`src/hw/rtl/tmis_pkg.sv`:
```
// Shared constants, codes and types of the tape machine instruction step unit.
package tmis_pkg;

  // Tape size and the derived cell address width.
  localparam int unsigned TAPE_CELLS = 32768;
  localparam int unsigned TAPE_AW    = (TAPE_CELLS > 1) ? $clog2(TAPE_CELLS) : 1;

  // Loop stack depth, the count width (holds the depth itself) and the entry address width.
  localparam int unsigned LOOP_STACK_DEPTH = 64;
  localparam int unsigned STACK_CW = $clog2(LOOP_STACK_DEPTH + 1);
  localparam int unsigned STACK_AW = (LOOP_STACK_DEPTH > 1) ? $clog2(LOOP_STACK_DEPTH) : 1;

  // Field widths.
  localparam int unsigned CELL_W = 8;
  localparam int unsigned POS_W  = 16;
  localparam int unsigned NEST_W = 7;

  // Skip nesting saturates here.
  localparam logic [NEST_W-1:0] SKIP_NEST_MAX = 7'd127;

  // Program characters that act.
  localparam logic [7:0] OP_RIGHT = 8'h3E;  // '>'
  localparam logic [7:0] OP_LEFT  = 8'h3C;  // '<'
  localparam logic [7:0] OP_INC   = 8'h2B;  // '+'
  localparam logic [7:0] OP_DEC   = 8'h2D;  // '-'
  localparam logic [7:0] OP_IN    = 8'h2C;  // ','
  localparam logic [7:0] OP_OUT   = 8'h2E;  // '.'
  localparam logic [7:0] OP_OPEN  = 8'h5B;  // '['
  localparam logic [7:0] OP_CLOSE = 8'h5D;  // ']'

  // Result status codes.
  typedef enum logic [1:0] {
    STATUS_OK        = 2'd0,
    STATUS_UNMATCHED = 2'd1,
    STATUS_OVERFLOW  = 2'd2
  } status_e;

  // Tape write request from the execute stage.
  typedef struct packed {
    logic               en;
    logic [TAPE_AW-1:0] addr;
    logic [CELL_W-1:0]  data;
  } tape_wr_t;

  // Loop stack push request from the execute stage.
  typedef struct packed {
    logic                en;
    logic [STACK_AW-1:0] addr;
    logic [POS_W-1:0]    data;
  } stack_wr_t;

endpackage

```
`src/hw/rtl/tmis_ram.sv`:
```
// Generic single-write, single-read RAM with a registered read port.
module tmis_ram #(
  parameter int unsigned WIDTH = 8,
  parameter int unsigned DEPTH = 256,
  parameter int unsigned AW    = (DEPTH > 1) ? $clog2(DEPTH) : 1
) (
  input  logic             clk_i,
  input  logic             wr_en_i,
  input  logic [AW-1:0]    wr_addr_i,
  input  logic [WIDTH-1:0] wr_data_i,
  input  logic             rd_en_i,
  input  logic [AW-1:0]    rd_addr_i,
  output logic [WIDTH-1:0] rd_data_o
);

  logic [WIDTH-1:0] mem [DEPTH];
  logic [WIDTH-1:0] rd_data_q;

  // Write port.
  always_ff @(posedge clk_i) begin
    if (wr_en_i) begin
      mem[wr_addr_i] <= wr_data_i;
    end
  end

  // Registered read port; data holds between reads.
  always_ff @(posedge clk_i) begin
    if (rd_en_i) begin
      rd_data_q <= mem[rd_addr_i];
    end
  end

  assign rd_data_o = rd_data_q;

endmodule

```
`src/hw/rtl/tmis_stack.sv`:
```
// Loop position stack memory with write-to-read forwarding of the last push.
module tmis_stack (
  input  logic                          clk_i,
  input  logic                          rst_ni,
  input  logic                          rd_en_i,
  input  logic [tmis_pkg::STACK_AW-1:0] rd_addr_i,
  input  tmis_pkg::stack_wr_t           wr_i,
  output logic [tmis_pkg::POS_W-1:0]    top_o
);
  import tmis_pkg::*;

  logic                fwd_vld_q;
  logic [STACK_AW-1:0] fwd_addr_q;
  logic [POS_W-1:0]    fwd_data_q;
  logic [STACK_AW-1:0] rd_addr_q;
  logic [POS_W-1:0]    ram_rdata;

  tmis_ram #(
    .WIDTH (POS_W),
    .DEPTH (LOOP_STACK_DEPTH),
    .AW    (STACK_AW)
  ) u_ram (
    .clk_i     (clk_i),
    .wr_en_i   (wr_i.en),
    .wr_addr_i (wr_i.addr),
    .wr_data_i (wr_i.data),
    .rd_en_i   (rd_en_i),
    .rd_addr_i (rd_addr_i),
    .rd_data_o (ram_rdata)
  );

  // Track the latest push for a pop read issued at the same edge.
  always_ff @(posedge clk_i or negedge rst_ni) begin
    if (!rst_ni) begin
      fwd_vld_q <= 1'b0;
    end else if (wr_i.en) begin
      fwd_vld_q <= 1'b1;
    end
  end

  always_ff @(posedge clk_i) begin
    if (wr_i.en) begin
      fwd_addr_q <= wr_i.addr;
      fwd_data_q <= wr_i.data;
    end
    if (rd_en_i) begin
      rd_addr_q <= rd_addr_i;
    end
  end

  assign top_o = (fwd_vld_q && (fwd_addr_q == rd_addr_q)) ? fwd_data_q : ram_rdata;

endmodule

```
`config.mk`:
```
export PLATFORM = sky130hd
export DESIGN_NAME = tmis_stack
export DESIGN_NICKNAME = d
export VERILOG_FILES = /design/src/hw/rtl/tmis_pkg.sv /design/src/hw/rtl/tmis_ram.sv /design/src/hw/rtl/tmis_stack.sv
export SDC_FILE = /design/constraint.sdc
export NUM_CORES = 1
export LEC_CHECK = 0
export ABC_AREA = 1
export BUFFER_PORTS_ARGS = -buffer_cell sky130_fd_sc_hd__buf_4
export CORE_MARGIN = 2
export CORE_UTILIZATION = 30
export CTS_CLUSTER_SIZE = 40
export DETAILED_ROUTE_END_ITERATION = 7
export GPL_ROUTABILITY_DRIVEN = 0
export GPL_TIMING_DRIVEN = 0
export PLACE_DENSITY = 0.53
export SYNTH_ARGS = -nofsm -noshare
export SYNTH_HDL_FRONTEND = slang
export SYNTH_SLANG_ARGS = --single-unit
```
`constraint.sdc`:
```
create_clock -name clk_i -period 1.5 [get_ports clk_i]
set_input_delay 0.225 -clock clk_i [delete_from_list [all_inputs] [get_ports clk_i]]
set_output_delay 0.225 -clock clk_i [all_outputs]
set_load 0.005 [all_outputs]
```
## Word level (Yosys, flattened, before mapping)

Memories as Yosys holds them, arrays and structs flattened. A register that Yosys moved wholly into a read port is not among the register bits.
Index checks and enable logic that the tools add are counted.

| storage, ports and cells | value |
|---|---|
| flip-flop bits (word level) | 29 |
| output and inout bits | 16 |
| memories | 1 |
| input bits | 32 |
| bits in writable memories | 1,024 |
| word-level logic and storage cells | 10 |

| cells by class | value |
|---|---|
| reductions and logical operators | 1 |
| eq/ne operators | 1 |
| multiplexer cells | 3 |

Memories:

| memory | words | bits a word | read ports | clocked after memory_dff | wr ports | RTL line | RTL |
|---|---|---|---|---|---|---|---|
| u_ram.mem | 64 | 16 | 1 | 1 | 1 | tmis_ram.sv:16 | `logic [WIDTH-1:0] mem [DEPTH];` |

Operators with widths:

| operator | count |
|---|---|
| 16-bit 2-to-1 mux | 1 |
| 6-bit == test | 1 |
| 1-bit 2-to-1 mux | 2 |
| 1-bit logical AND | 1 |

## Depth between registers and ports, before layout

| logic depth | value |
|---|---|
| word-level depth | 3 |
| mapped depth | 12 |
| depth with buffers taken out | 9 |

## By module

From an unflattened synthesis, not the netlist that was laid out.

| second synthesis, totals | value |
|---|---|
| cell total of the unflattened synthesis | 3,632 |
| area, all modules | 43,558.0 um^2 |

By module, submodules not included:

| module | cells each | sequential area each (um^2) | instances | area an instance (um^2) |
|---|---|---|---|---|
| tmis_ram | 3,517 | 31,230.0 | 1 | 42,259.3 |
| tmis_stack | 115 | 865.8 | 1 | 1,298.7 |

## Least setup slack after synthesis

Ideal clock, no wire load.

| path | value |
|---|---|
| path type | input to register |
| from | input wr_i[22] (netlist bit) |
| to | memory u_ram.mem[48][0] (netlist bit) (enable) |
| stages | 3 |
| setup slack | -1,294 ps |
| data required time | 1,069 ps |
| arrival time | 2,364 ps |
| library setup time | 431 ps |
| cell sequence | clkbuf_1 > nand4_1 > nor4_1 |

| between the ends | value |
|---|---|
| word-level cells in the longest chain between the ends | 2 |

RTL lines:

| item | RTL line | RTL |
|---|---|---|
| from (decl) | tmis_stack.sv:7 | `input tmis_pkg::stack_wr_t wr_i,` |
| 1-bit 2-to-1 mux | tmis_ram.sv:21 | `if (wr_en_i) begin` |
| 1-bit 2-to-1 mux (not written as such) | tmis_ram.sv:22 | `mem[wr_addr_i] <= wr_data_i;` |
| to (decl) | tmis_ram.sv:16 |  |

No other way between the ends.

## Worst setup path in the final report

| path | value |
|---|---|
| from | register rd_addr_q[3] |
| to | output top_o[0] (netlist bit) |

| between the ends | value |
|---|---|
| word-level cells in the longest chain between the ends | 3 |

RTL lines:

| item | RTL line | RTL |
|---|---|---|
| from (decl) | tmis_stack.sv:15 | `logic [STACK_AW-1:0] rd_addr_q;` |
| from (signal assigned) | tmis_stack.sv:47 | `rd_addr_q <= rd_addr_i;` |
| 6-bit == test | tmis_stack.sv:51 | `assign top_o = (fwd_vld_q && (fwd_addr_q == rd_addr_q)) ? fwd_data_q : ram_rdata;` |
| 1-bit logical AND | tmis_stack.sv:51 |  |
| 16-bit 2-to-1 mux | tmis_stack.sv:51 |  |
| to (decl) | tmis_stack.sv:8 | `output logic [tmis_pkg::POS_W-1:0] top_o` |

No other way between the ends.

==> flow_metrics.tcl <==
set metrics [dict create \
    synth-async-reset-ratio 0.000935 \
    ir_worst_vdd_v 0.000914 \
    start_util 0.302 \
    hpwl_mm 94.5 \
    core_area_um2 144000 \
    hold_path_depth 2 \
    setup_viol 20 \
    firstDrtPassIters 8 \
    intPower_w 0.0504 \
    finalCritPeriodShare 1.65 \
    rsz0062_at_grt "true" \
    finClkSkew_ps 24.6 \
    wl_met3_mm 13.5 \
    wl_per_cell_um 25.4 \
    antenna_found_initial 4 \
    synth_sequential_area_ratio 0.739 \
    ys.flop_type "edfxtp_1" \
    cts_tree "done" \
    synth_common_cells "1316 x nand2_1, 1068 x edfxtp_1, 872 x nand3_1, 113 x buf_2, 59 x nor2_1" \
    drive_gt1_frac 0.220 \
    r2r-start "u_ram.mem[1][11]" \
    cts_root_buf "clkbuf_16" \
    critPathLaunchType "flip-flop" \
    synth_most_common_cell "nand2_1" \
    p_comb_frac 0.084 \
    fin_crit_ps 2480 \
    critical_path_arrival_ps 2250 \
    grt_overflow 0 \
    rr_endpoint "u_ram.rd_data_o[11]" \
    yosys.area.top_type "edfxtp_1" \
    initialDrtViolationCount 3835 \
    die_w_um 384 \
    wl_mm 150 \
    grt_max_degree 66 \
    drv_slew 0 \
    critPathCaptureType "output port" \
    worst-setup-path-type "flip-flop to output port" \
    drc_errors 8 \
    final-seq-area_um2 32100 \
    layout.nets 3929 \
    r2r_setup_slack_ps 10 \
    cts_inserted_buffers 113 \
    wl_met1_mm 64.4 \
    yosysUniqueCellTypes 21 \
    ant_nets 0 \
    timing.fmax_ghz 0.404 \
    synth_area_um2 43400 \
    dieArea_um2 148000 \
    synthCells 3617 \
    path_max_fanout 7 \
    grt_pass1_wl_mm 207 \
    report.final.hold_viol_count 0 \
    setup.worst_path.start "rd_addr_q[3]" \
    cts_sinks 1069 \
    seq_power_share 0.501 \
    status "complete, but fails checks" \
    worst_pin_slew_ps 1130 \
    synth.avg_cell_area_um2 12.0 \
    fin_ws_ps -977 \
    multiInputGateArea_um2 11800 \
    clock_path_buffers 3 \
    ys_top_cells_by_area "edfxtp_1 74%, nand2_1 11%, nand3_1 10%, buf_2 1.3%, buf_6 1.3%" \
    p_per_area_nw_per_um2 1230 \
    synthToLayoutAreaGrowth_pct 23.9 \
    place_ws_ps -2110 \
    yosysWarnings 0 \
    clockPowerShare 0.415 \
    rows 139 \
    io_pins 48 \
    ys_seq_elements 1069 \
    portBuffers 47 \
    cellLeakagePower_nw 19.2 \
    fin_total_pwr_w 0.0664 \
    crit_path_max_incr_delay_ps 370 \
    top_layer "met5" \
    synth_top_area_share 0.738 \
    netSwitchingPower_w 0.0160 \
    grt.total_usage 0.198 \
    die_h_um 384 \
    viasPerCell 5.06 \
    switching_share 0.241 \
    slew_headroom 0.246 \
    endpoint "top_o[0]" \
    fillCellCount 13900 \
    required_ps 1270 \
    cap_violations 0 \
    cp_slowest_cell "edfxtp_1" \
    synth_edf_count 1068 \
    clkTransAtPathRegs_ps 60 \
    clk_latency_ps 710 \
    hp-class "input port to flip-flop" \
    dr_wl_met2_mm 66.3 \
    synth.net_count 3649 \
    rr_worst_depth 8 \
    dr_total_vias 29900 \
    worstPathCellList "xnor2_1 -> o21ai_0 -> nor2_2 -> nand3_2 -> buf_12 -> clkbuf_16 -> o21ai_4 -> buf_6" \
    violations "design-rule violations, negative setup slack" \
    cts.htree.levels 3 \
    grt_pass1_vias 27900 \
]
==> flip-flops by register name, indices dropped and copies added, names as in the netlist <==
register	count
fwd_addr_q	6
u_ram.rd_data_o	16
u_ram.mem	1024
rd_addr_q	6
fwd_data_q	16
fwd_vld_q	1
==> through the flow <==
stage	hold slack (ps)	utilization	instance area, um2	TNS (ps)	cells
2_1_floorplan	-70.6	-	43900	-460870	3617
3_3_place_gp	6.14	0.324	46600	-1889760	5567
3_5_place_dp	4.52	0.327	47000	-1624870	5589
4_1_cts	56.7	0.365	52500	-15750	5885
5_1_grt	75.2	0.375	53800	-17190	5893
6_report	92.8	0.375	53800	-14770	5894
==> logic make-up (layout without fill, tap and decap cells) <==
family / after synthesis / in the layout / share of synthesized area
xor gates and xnor gates: 2 / 2 / 0.000403
AOI/OAI and AO/OA: 17 / 17 / 0.00196
and+or+nand+nor: 2269 / 2269 / 0.223
buffers and inverters: 260 / 633 / 0.0360
other: 0 / 1 / 0
DFF: 1069 / 1069 / 0.739
==> cell usage in the layout, fill, tap and decap left out, types with 25 or more instances in the layout <==
cell / netlist / routed
inv_1: 29 / 25
nand3_1: 872 / 697
buf_12: 0 / 39
clkbuf_16: 0 / 119
nand3_2: 0 / 150
nand2_2: 0 / 76
buf_2: 113 / 70
clkinv_1: 0 / 30
clkbuf_1: 27 / 35
nand2_4: 0 / 25
nand3_4: 0 / 25
buf_4: 17 / 121
nand2_1: 1316 / 1215
edfxtp_1: 1068 / 1068
buf_6: 49 / 71
nor2_4: 0 / 48
==> per-layer routing <==
metal,track usage,vias up
li1,-,13300
met1,0.285,14800
met2,0.302,1462
met3,0.0330,232
met4,0.0695,2
met5,0,-
==> worst min-delay path by stage <==
stage	startpoint	to	slack (ps)
3_3_place_gp	rst_ni	fwd_vld_q	6
4_1_cts	wr_i[22]	fwd_data_q[7]	60
2_1_floorplan	rst_ni	fwd_vld_q	-70
6_report	wr_i[22]	fwd_data_q[10]	90
3_5_place_dp	rst_ni	fwd_vld_q	5
5_1_grt	wr_i[22]	fwd_data_q[7]	80
==> final cells by class <==
class                      count  share of cell area
timing repair buffer         166              0.0371
clock buffer                 137              0.0542
sequential                  1069               0.596
multi-input combinational   2288               0.220
tap                         1903              0.0442
antenna                        1           0.0000465
inverter                      32             0.00260
buffer                       227              0.0329
clock inverter                71              0.0123
==> worst max-delay path, delay by kind of cell (launching register included) <==
kind                      cells  cell delay (ps)
DFF                           1              370
xor gates and xnor gates      1              150
buffers and inverters         3              470
AOI/OAI and AO/OA             2              300
and+or+nand+nor               2              240
==> timing repair <==
action | in CTS | in global routing
hold buffers | 17 | 0
buffers inserted | 71 | 7
resized for setup | 234 | 274
endpoints found under the hold margin | 56 | 0
pin swaps | 57 | 67
endpoints found under the setup margin | 1053 | 129
cloned | 0 | 2
==> power by group through the flow <==
| stage | clock [W] | sequential [W] | combinational (W) |
|---|---|---|---|
| after detailed placement | 0 | 0.0339 | 0.00477 |
| after global placement | 0 | 0.0339 | 0.00470 |
| after global routing | 0.0290 | 0.0333 | 0.00592 |
| after CTS | 0.0278 | 0.0333 | 0.00514 |
| after floorplan | 0 | 0.0339 | 0.00230 |
| final | 0.0275 | 0.0333 | 0.00560 |
(Power assumes the default switching activity.)
